### src/design/srb_pkg.sv
// Shared types, codes and constants of the sequence reorder buffer.
package srb_pkg;

  localparam int CFG_W          = 9;
  localparam int CFG_IDX_W      = 1;
  localparam int SEQ_W          = 16;
  localparam int CNT_OUT_W      = 8;
  localparam int TOTAL_W        = 32;
  localparam int HANDLE_W       = 32;
  localparam int LENGTH_W       = 16;
  localparam int MAX_COUNTS_DEF = 256;

  // Remainder unit retires one dividend bit per cycle.
  localparam int DIV_STEPS = SEQ_W;
  localparam int STEP_W    = $clog2(DIV_STEPS);

  localparam logic [CFG_W-1:0] MODULO_RESET   = CFG_W'(256);
  localparam logic [CFG_W-1:0] CAPACITY_RESET = CFG_W'(256);

  // Configuration register indexes.
  localparam logic [CFG_IDX_W-1:0] CFG_COUNT_MODULO   = 1'b0;
  localparam logic [CFG_IDX_W-1:0] CFG_CAPACITY_LIMIT = 1'b1;

  // Operation codes.
  localparam logic OP_PUSH = 1'b0;
  localparam logic OP_POP  = 1'b1;

  typedef enum logic [2:0] {
    ST_INSERTED  = 3'd0,
    ST_DUPLICATE = 3'd1,
    ST_DROPPED   = 3'd2,
    ST_POPPED    = 3'd3,
    ST_POP_EMPTY = 3'd4
  } status_t;

  typedef struct packed {
    logic                      op;
    logic signed [SEQ_W-1:0]   seq_count;
    logic [HANDLE_W-1:0]       payload_handle;
    logic [LENGTH_W-1:0]       frame_length;
  } in_beat_t;

  typedef struct packed {
    status_t                   status;
    logic [CNT_OUT_W-1:0]      out_count;
    logic [HANDLE_W-1:0]       out_handle;
    logic [LENGTH_W-1:0]       out_length;
    logic [CNT_OUT_W-1:0]      skipped;
    logic [CFG_W-1:0]          occupancy;
    logic [TOTAL_W-1:0]        duplicate_total;
    logic [TOTAL_W-1:0]        overrun_total;
  } out_beat_t;

  // Controller to datapath commands.
  typedef struct packed {
    logic load;
    logic div_step;
    logic push_exec;
    logic set_ptr;
    logic scan_adv;
    logic take;
    logic emit_empty;
    logic emit_read;
  } dp_cmd_t;

  // Datapath to controller status.
  typedef struct packed {
    logic op_pop;
    logic held_zero;
    logic full;
    logic hit;
    logic gap_done;
  } dp_stat_t;

endpackage

### src/design/srb_ctrl.sv
// Controller state machine of the sequence reorder buffer.
module srb_ctrl (
  input  logic               clk,
  input  logic               rst_n,
  input  logic               start,
  output logic               busy,
  input  srb_pkg::dp_stat_t  stat,
  output srb_pkg::dp_cmd_t   cmd
);
  import srb_pkg::*;

  typedef enum logic [5:0] {
    S_IDLE = 6'b000001,
    S_DIV  = 6'b000010,
    S_PUSH = 6'b000100,
    S_POP  = 6'b001000,
    S_SCAN = 6'b010000,
    S_READ = 6'b100000
  } state_t;

  state_t              state_r, state_nxt;
  logic [STEP_W-1:0]   step_r, step_nxt;

  always_comb begin
    state_nxt = state_r;
    step_nxt  = step_r;
    cmd       = '0;
    unique case (state_r)
      S_IDLE: begin
        if (start) begin
          cmd.load  = 1'b1;
          step_nxt  = '0;
          state_nxt = S_DIV;
        end
      end
      S_DIV: begin
        cmd.div_step = 1'b1;
        step_nxt     = step_r + 1'b1;
        if (step_r == STEP_W'(DIV_STEPS - 1)) begin
          state_nxt = stat.op_pop ? S_POP : S_PUSH;
        end
      end
      S_PUSH: begin
        cmd.push_exec = 1'b1;
        state_nxt     = S_IDLE;
      end
      S_POP: begin
        if (stat.held_zero) begin
          cmd.emit_empty = 1'b1;
          state_nxt      = S_IDLE;
        end else begin
          cmd.set_ptr = 1'b1;
          state_nxt   = S_SCAN;
        end
      end
      S_SCAN: begin
        priority if (stat.hit) begin
          cmd.take  = 1'b1;
          state_nxt = S_READ;
        end else if (!stat.full || stat.gap_done) begin
          cmd.emit_empty = 1'b1;
          state_nxt      = S_IDLE;
        end else begin
          cmd.scan_adv = 1'b1;
        end
      end
      S_READ: begin
        cmd.emit_read = 1'b1;
        state_nxt     = S_IDLE;
      end
      default: begin
        state_nxt = S_IDLE;
      end
    endcase
  end

  always_ff @(posedge clk) begin
    if (!rst_n) begin
      state_r <= S_IDLE;
      step_r  <= '0;
    end else begin
      state_r <= state_nxt;
      step_r  <= step_nxt;
    end
  end

  assign busy = (state_r != S_IDLE);

endmodule

### config.mk
export PLATFORM = sky130hd
export DESIGN_NAME = srb_ctrl
export DESIGN_NICKNAME = d
export VERILOG_FILES = /design/src/design/srb_pkg.sv /design/src/design/srb_ctrl.sv
export SDC_FILE = /design/constraint.sdc
export NUM_CORES = 1
export LEC_CHECK = 0
export BUFFER_PORTS_ARGS = -buffer_cell sky130_fd_sc_hd__buf_2
export CAP_MARGIN = 40
export CORE_AREA = 5 5 43 45
export DETAILED_ROUTE_END_ITERATION = 10
export DIE_AREA = 0 0 48 50
export PLACE_DENSITY = 0.75
export SYNTH_ARGS = -nofsm -noshare
export SYNTH_HDL_FRONTEND = slang
export SYNTH_SLANG_ARGS = --single-unit
### constraint.sdc
create_clock -name clk -period 2 [get_ports clk]
set_input_delay 0.2 -clock clk [delete_from_list [all_inputs] [get_ports clk]]
set_output_delay 0.2 -clock clk [all_outputs]
set_load 0.005 [all_outputs]
Yosys cells after proc, flatten, opt, wreduce, memory -nomap -nowiden
Index checks and enable logic that the tools add are counted.

Register bits after elaboration: 10. Output and inout port bits: 9. Word-level logic and storage cells: 43.

Add/subtract/negate cells: 1. Eq/ne operators: 11. Mux-type cells: 24. Reduce and logical (&&, ||, !) cells: 5.

Operator list (number): 2-to-1 mux 6 bit (4); one-hot mux 6 bit (4 select lines) (1); 2-to-1 mux 1 bit (13); 2-to-1 mux 4 bit (2); one-hot mux 4 bit (2 select lines) (1); equality test 6 x 1 -> 1 bit (second input constant) (1); equality test 6 x 2 -> 1 bit (second input constant) (1); equality test 6 x 3 -> 1 bit (second input constant) (1); equality test 6 x 4 -> 1 bit (second input constant) (1); equality test 6 x 5 -> 1 bit (second input constant) (1); equality test 6 bit (second input constant) (1); inequality test 6 x 1 -> 1 bit (second input constant) (1); 2-to-1 mux 5 bit (1); adder 4 x 1 -> 4 bit (second input constant) (1); equality test 4 bit (second input constant) (1); inequality test 2 bit (second input constant) (2); inequality test 3 bit (second input constant) (1); AND reduction 3 bit (1); 2-to-1 mux 2 bit (1); one-hot mux 1 bit (2 select lines) (1); AND reduction 2 bit (1); nonzero test 2 bit (1); logical NOT 1 bit (1); logical OR 1 bit (1).

Logic depth before layout (Yosys ltp)
Gate-level depths: netlist of the first run.

Depth after elaboration: 5. Gate-level depth with buffers: 6. Mapped depth without buffers: 5.

Least setup slack after synthesis of the first run
No wires, ideal clock.

Kind: reg2reg. Start point: reg state_r[1]. End point: reg state_r[4]. Setup time: 0.124 ns. Arrival: 1.525 ns. Data required time: 1.876 ns. Slack: 0.351 ns. Cell stages (with the launch flop): 7. Clock period less this slack: 1.649 ns. Cell sequence: dfxtp_1 > buf_6 > or4_4 > nor3b_4 > inv_2 > o21ai_4 > o22ai_1.

Cells in the longest elaborated chain, start to end: 3. Elaborated cells between the ends (all ways): 9.

RTL lines: start, declared (line srb_ctrl.sv:21) `state_t state_r, state_nxt;`; start signal, assigned (line srb_ctrl.sv:82) `state_r <= state_nxt;`; equality test 6 x 5 -> 1 bit, or another cell as far along (line srb_ctrl.sv:28) `unique case (state_r)`; inequality test 3 bit (no source line) / inequality test 2 bit (equally long branches); AND reduction 3 bit (no source line).

Parallel ways exist; a longest one is shown, timed or not. A chain may end at the register's enable or synchronous reset.

==> results.md, run 1 <==
* Multi-input gate area at 409 µm²
* CP endpoint kind: primary output
* Vias at 624
* Synth top area share at 30.4%
* Global-route usage over all layers at 15.1%
* Max VDD drop at 0.000447 V
* Cell taking the most area after synthesis: dfxtp_1
* Root Driver: clkbuf_4
* Post-Route Hold Slack at 0.133 ns
* Post-synth top cells: dfxtp_1 (10), o21ai_0 (6), inv_1 (5), nor2_1 (5)
* CTS Sinks at 10
* Synth Area per Inst at 9.02 µm²
* DRT Pass-1 Iters at 4
* Area grow syn2layout at 17.9%
* Clock buffer count from CTS at 3
* Layout fillers at 133
* Post-DP HPWL at 1180 µm
* Site Rows at 14
* Worst Path Max Fanout at 7
* Setup_tns at 0 ns
* Pwr Density at 784 nW/µm²
* CTS resizes at 0
* Syn Nets at 82
* Register area at 203 µm²
* Die W at 48 µm
* Antenna Cells at 0
* Vias/cell at 5.78
* DR iter-0 viols at 20
* Final min period at 1.93 ns
* Min setup slack post-route at 0.0671 ns
* Leak at 0.342 nW
* Post-Syn Area at 658 µm²
* Yosys reg bits at 10
* Final Skew at 0.00445 ns
* Routability cong. at 0.874
* Clk buf depth at 2
* Port Buffers at 16
* Min-Delay Path Class: in -> reg
* Congestion Overflow GR at 0
* Pre-CTS setup slack at 0.242 ns
* Startpoint class of the critical path: register
* Hold buffers post-CTS at 0
* Seq/Total Area, Yosys at 30.4%
* Max Cap Viol at 0
* RSZ-0062 raised after global routing: yes
* Synth area leaders: dfxtp_1 (30%), o21ai_0 (4.6%), nor4_1 (3.8%)
* Synth cell types at 40
* Wire length per cell at 13.5 µm
* Die Ht at 50 µm
* Clk pin slew, worst setup/hold paths at 0.06 ns
* Core area at 1440 µm²
* Largest net degree at the start of global routing at 10
* Status: completed
* Fin. max-slew vios at 0
* Ys Warns at 0
* H-tree depth at 1
* Number of flops mapped to enable cells by yosys at 0
* Fmax at 0.517 GHz
* Top FF cell, synth: dfxtp_1
* Slew headroom at 76.4%
* Worst-Margin Slew at 0.351 ns
* Drc violations at 0
* Fin nets at 103
* Share of cells above drive strength 1 at 40.2%
* Crit path kind: reg -> out
* Routed Wire Length at 1460 µm
* Initial antenna violation count at 0
* IO Count at 17
* Die footprint at 2400 µm²
* Syn Inst Count at 73
* Starting Density at 45.8%
* First-pass GRT wire length at 2630 µm
* CP arrival at 1.73 ns
* FFs w/ async S/R, synth at 0%
* Post-CTS Setup Inserts at 0
* CTS tree: done
* Final setup vio count at 0
* Fin. Hold Viols at 0
* Critical Path RT at 1.80 ns
* Worst skew pair latency at 0.26 ns
* Vias in the first global route at 610
* Period utilization at 96.6%
* Number of routed nets with antenna violations at 0
* Most common cell in the synthesized netlist: dfxtp_1
-- state kept, by name (all words and copies together) (netlist names) --
name     flops
step_r       4
state_r      6
-- worst max-delay path, cell delays in order (launching register included) --
cell,delay [ns]
dfxtp_2,0.35
or4_4,0.57
nor3b_4,0.28
and2_2,0.18
buf_2,0.10
-- final cells by class --
class	count	area share (%)
sequential	10	26.1
clock buffer	3	2.90
tap	16	2.58
inverter	7	3.39
timing repair buffer	18	12.3
multi-input combinational	54	52.7
-- cell usage in the layout, fill, tap and decap left out, types with 3 or more instances in the layout --
cell type / netlist / routed
buf_2: 0 / 16
dfxtp_1: 10 / 8
o21ai_0: 6 / 6
nor2_1: 5 / 5
inv_1: 5 / 5
nor4_1: 4 / 4
nand3_1: 4 / 4
nand2_1: 4 / 4
clkbuf_4: 0 / 3
-- power breakdown --
group | internal [mW] | switching [mW]
Clock | 0.0691 | 0.0602
Combinational | 0.111 | 0.135
Sequential | 0.215 | 0.0185
-- per-layer routing --
layer	share of wire [%]	vias to the layer above	track usage [%]
met3	5.4	0	3.64
li1	-	321	-
met1	48	288	21.5
met5	0	-	0
met2	47	15	21.4
met4	0	0	5.38
-- per-stage QoR --
stage	instance area, µm²	util (%)	cells	power, mW
2_1_floorplan	658	-	73	0.421
3_3_place_gp	751	52.3	105	0.477
3_5_place_dp	751	52.3	105	0.482
4_1_cts	773	53.8	108	0.616
5_1_grt	776	54.0	108	0.659
6_report	776	54.0	108	0.608
-- logic make-up after synthesis --
logic type / synth area share, %
AND/OR/NAND/NOR: 34.2
XOR/XNOR: 1.33
AO/OA/AOI/OAI: 24.7
buffers and inverters: 7.41
flip-flops: 30.4
adder cells (fa/ha/maj): 1.90
-- final timing paths --
path,from,to,slack (ns),cells past startpoint
min,stat[4],state_r[2],0.13,2
min reg2reg,step_r[3],step_r[3],0.48,1
max,state_r[5],cmd[7],0.07,4
max reg2reg,state_r[5],state_r[4],0.28,5
No activity file was read; power rests on OpenSTA's default activity.
==> run 2, diff against run 1 <==
--- a/config.mk
+++ b/config.mk
@@ -5,12 +5,13 @@
 export SDC_FILE = /design/constraint.sdc
 export NUM_CORES = 1
 export LEC_CHECK = 0
+export ABC_AREA = 1
 export BUFFER_PORTS_ARGS = -buffer_cell sky130_fd_sc_hd__buf_2
 export CAP_MARGIN = 40
-export CORE_AREA = 5 5 43 45
+export CORE_AREA = 5 5 42 44
 export DETAILED_ROUTE_END_ITERATION = 10
-export DIE_AREA = 0 0 48 50
-export PLACE_DENSITY = 0.75
+export DIE_AREA = 0 0 47 49
+export PLACE_DENSITY = 0.74
 export SYNTH_ARGS = -nofsm -noshare
 export SYNTH_HDL_FRONTEND = slang
 export SYNTH_SLANG_ARGS = --single-unit
==> results.md, run 2 <==
* Synth cell types at 17 (was 40)
* Site Rows at 14 (unchanged)
* Most common cell in the synthesized netlist: nand2_1 (was dfxtp_1)
* Root Driver: clkbuf_4 (unchanged)
* Worst Path Max Fanout at 6 (was 7)
* Worst skew pair latency at 0.26 ns (about the same)
* Commonest cells after routing, fill and taps aside: nand2_1 (19), buf_2 (16), inv_1 (15), nor2_1 (12) (was buf_2 (16), dfxtp_1 (8), o21ai_0 (6), nor2_1 (5), inv_1 (5))
* Routed Wire Length at 1370 µm (was 1460 µm)
* Cell taking the most area after synthesis: dfxtp_1 (unchanged)
* IO Count at 17 (unchanged)
* Starting Density at 43.4% (was 45.8%)
* CP endpoint kind: primary output (unchanged)
* Clock buffer count from CTS at 3 (unchanged)
* Max VDD drop at 0.000397 V (was 0.000447 V)
* Fin nets at 125 (was 103)
* Period utilization at 76.7% (was 96.6%)
* Fin. Hold Viols at 0 (unchanged)
* H-tree depth at 1 (unchanged)
* Share of cells above drive strength 1 at 25.2% (was 40.2%)
* Post-DP HPWL at 1130 µm (was 1180 µm)
* Antenna Cells at 0 (unchanged)
* DR iter-0 viols at 17 (was 20)
* Synth Area per Inst at 6.40 µm² (was 9.02 µm²)
* Max reg flops at 6 (unchanged)
* CP arrival at 1.33 ns (was 1.73 ns)
* Largest Register: state_r (unchanged)
* Wire length per cell at 10.5 µm (was 13.5 µm)
* Tot Pwr at 0.620 mW (was 0.608 mW)
* Synth area leaders: dfxtp_1 (33%), nand2_1 (12%), inv_1 (9.3%) (was dfxtp_1 (30%), o21ai_0 (4.6%), nor4_1 (3.8%))
* Number of flops mapped to enable cells by yosys at 0 (unchanged)
* DRT Pass-1 Iters at 6 (was 4)
* Syn Inst Count at 95 (was 73)
* Number of routed nets with antenna violations at 0 (unchanged)
* Vias at 659 (was 624)
* Layout fillers at 155 (was 133)
* Global-route usage over all layers at 12.1% (was 15.1%)
* Die W at 47 µm (was 48 µm)
* Post-layout util at 53.1% (was 54.0%)
* CTS Sinks at 10 (unchanged)
* Finished Cell Area at 744 µm² (was 776 µm²)
* Port Buffers at 16 (unchanged)
* FFs w/ async S/R, synth at 0% (unchanged)
* Clk buf depth at 2 (unchanged)
* Fmax at 0.652 GHz (was 0.517 GHz)
* Largest net degree at the start of global routing at 7 (was 10)
* CTS tree: done (unchanged)
* Post-CTS Setup Inserts at 0 (unchanged)
* Post-synth top cells: nand2_1 (19), inv_1 (15), nor2_1 (12) (was dfxtp_1 (10), o21ai_0 (6), inv_1 (5), nor2_1 (5))
* Drc violations at 0 (unchanged)
* Slew headroom at 81.4% (was 76.4%)
* Vias in the first global route at 544 (was 610)
* Syn Nets at 104 (was 82)
* Status: completed (unchanged)
* CTS resizes at 0 (unchanged)
* RSZ-0062 raised after global routing: no (was yes)
* Top FF cell, synth: dfxtp_1 (unchanged)
* Congestion Overflow GR at 0 (unchanged)
* Worst-Margin Slew at 0.278 ns (was 0.351 ns)
* Die footprint at 2300 µm² (was 2400 µm²)
* Final min period at 1.53 ns (was 1.93 ns)
* Setup_tns at 0 ns (unchanged)
* Startpoint class of the critical path: register (unchanged)
* Hold buffers post-CTS at 0 (unchanged)
* Synth top area share at 32.9% (was 30.4%)
* Pwr Density at 832 nW/µm² (was 784 nW/µm²)
* Die Ht at 49 µm (was 50 µm)
* Leak at 0.412 nW (was 0.342 nW)
* Post-Syn Area at 608 µm² (was 658 µm²)
* Yosys reg bits at 10 (unchanged)
* Max Cap Viol at 0 (unchanged)
* Most common cell after layout, fill and taps aside: nand2_1 (was buf_2)
* Min-Delay Path Class: in -> reg (unchanged)
* First-pass GRT wire length at 2130 µm (was 2630 µm)
* Final Skew at 0.00246 ns (was 0.00445 ns)
* Clk pin slew, worst setup/hold paths at 0.06 ns (about the same)
* Final setup vio count at 0 (unchanged)
* Seq/Total Area, Yosys at 32.9% (was 30.4%)
* Crit path kind: reg -> out (unchanged)
* Core area at 1400 µm² (was 1440 µm²)
* Routability cong. at 0.801 (was 0.874)
* Critical Path RT at 1.80 ns (about the same)
* Regs by FF count: state_r (6), step_r (4) (unchanged)
* Ys Warns at 0 (unchanged)
* Post-place instance area at 708 µm² (was 751 µm²)
* Fin. max-slew vios at 0 (unchanged)
* Initial antenna violation count at 0 (unchanged)
* Area grow syn2layout at 22.4% (was 17.9%)
* Vias/cell at 5.03 (was 5.78)
run 2: changes by cell type after synthesis, moves of 4 or more:
| cell | before | now |
|---|---|---|
| nand2_1 | 4 | 19 |
| inv_1 | 5 | 15 |
| nor2_1 | 5 | 12 |
| nand3_1 | 4 | 10 |
| a21oi_1 | 1 | 5 |
| nand4_1 | 0 | 4 |
| nor4_1 | 4 | 0 |
run 2: worst paths after layout:
kind	cells past startpoint	to	startpoint	slack [ns]
worst max-delay path	6	cmd[7]	state_r[3]	0.47
worst min-delay path	3	state_r[3]	stat[4]	0.18
worst max register to register	9	state_r[4]	state_r[4]	0.72
worst min register to register	2	step_r[1]	step_r[1]	0.50
run 2: final cells by class:
type | count | area, µm² | area share (%)
sequential | 10 | 200 | 26.9
clock buffer | 4 | 36.3 | 4.87
multi-input combinational | 67 | 340 | 45.7
inverter | 18 | 67.6 | 9.08
timing repair buffer | 16 | 80.1 | 10.8
tap | 16 | 20.0 | 2.69
run 2: power breakdown:
part           total, mW  leakage (nW)  switching (mW)  internal (mW)
clock              0.178        0.0210          0.0678          0.110
sequential         0.235        0.0812          0.0180          0.217
combinational      0.206         0.310           0.131         0.0746
total              0.620         0.412           0.217          0.402
run 2: cell families (layout without fill, tap and decap cells):
kind of cell	Yosys count	after routing	share of synthesized area (%)
and+or+nand+nor	55	55	44.2
buffers and inverters	18	38	11.1
AOI/OAI and AO/OA	10	10	8.23
DFF	10	10	32.9
adders and majority gates	1	1	2.06
xor gates and xnor gates	1	1	1.44
run 2: metrics by stage:
step	setup slack (ns)	instances	hold WS [ns]
global placement	0.747	127	0.436
CTS	0.458	131	0.177
finish	0.467	131	0.180
floorplan	0.868	95	0.284
global route	0.350	131	0.174
detailed placement	0.736	127	0.453
run 2: routing by layer:
metal / track usage, % / wire (µm) / part of all wire, % / up-vias
met5: 0 / 0 / 0 / -
met2: 19.0 / 647 / 47 / 21
li1: - / - / - / 342
met4: 5.53 / 14 / 1.0 / 0
met3: 2.21 / 122 / 8.9 / 2
met1: 15.4 / 586 / 43 / 294
run 2: critical path, cell delays in order (launching register included):
cell and delay [ns]:
dfxtp_1 0.34, nor2_4 0.18, inv_2 0.06, nor2_4 0.12
nand3_1 0.18, inv_1 0.09, buf_2 0.11
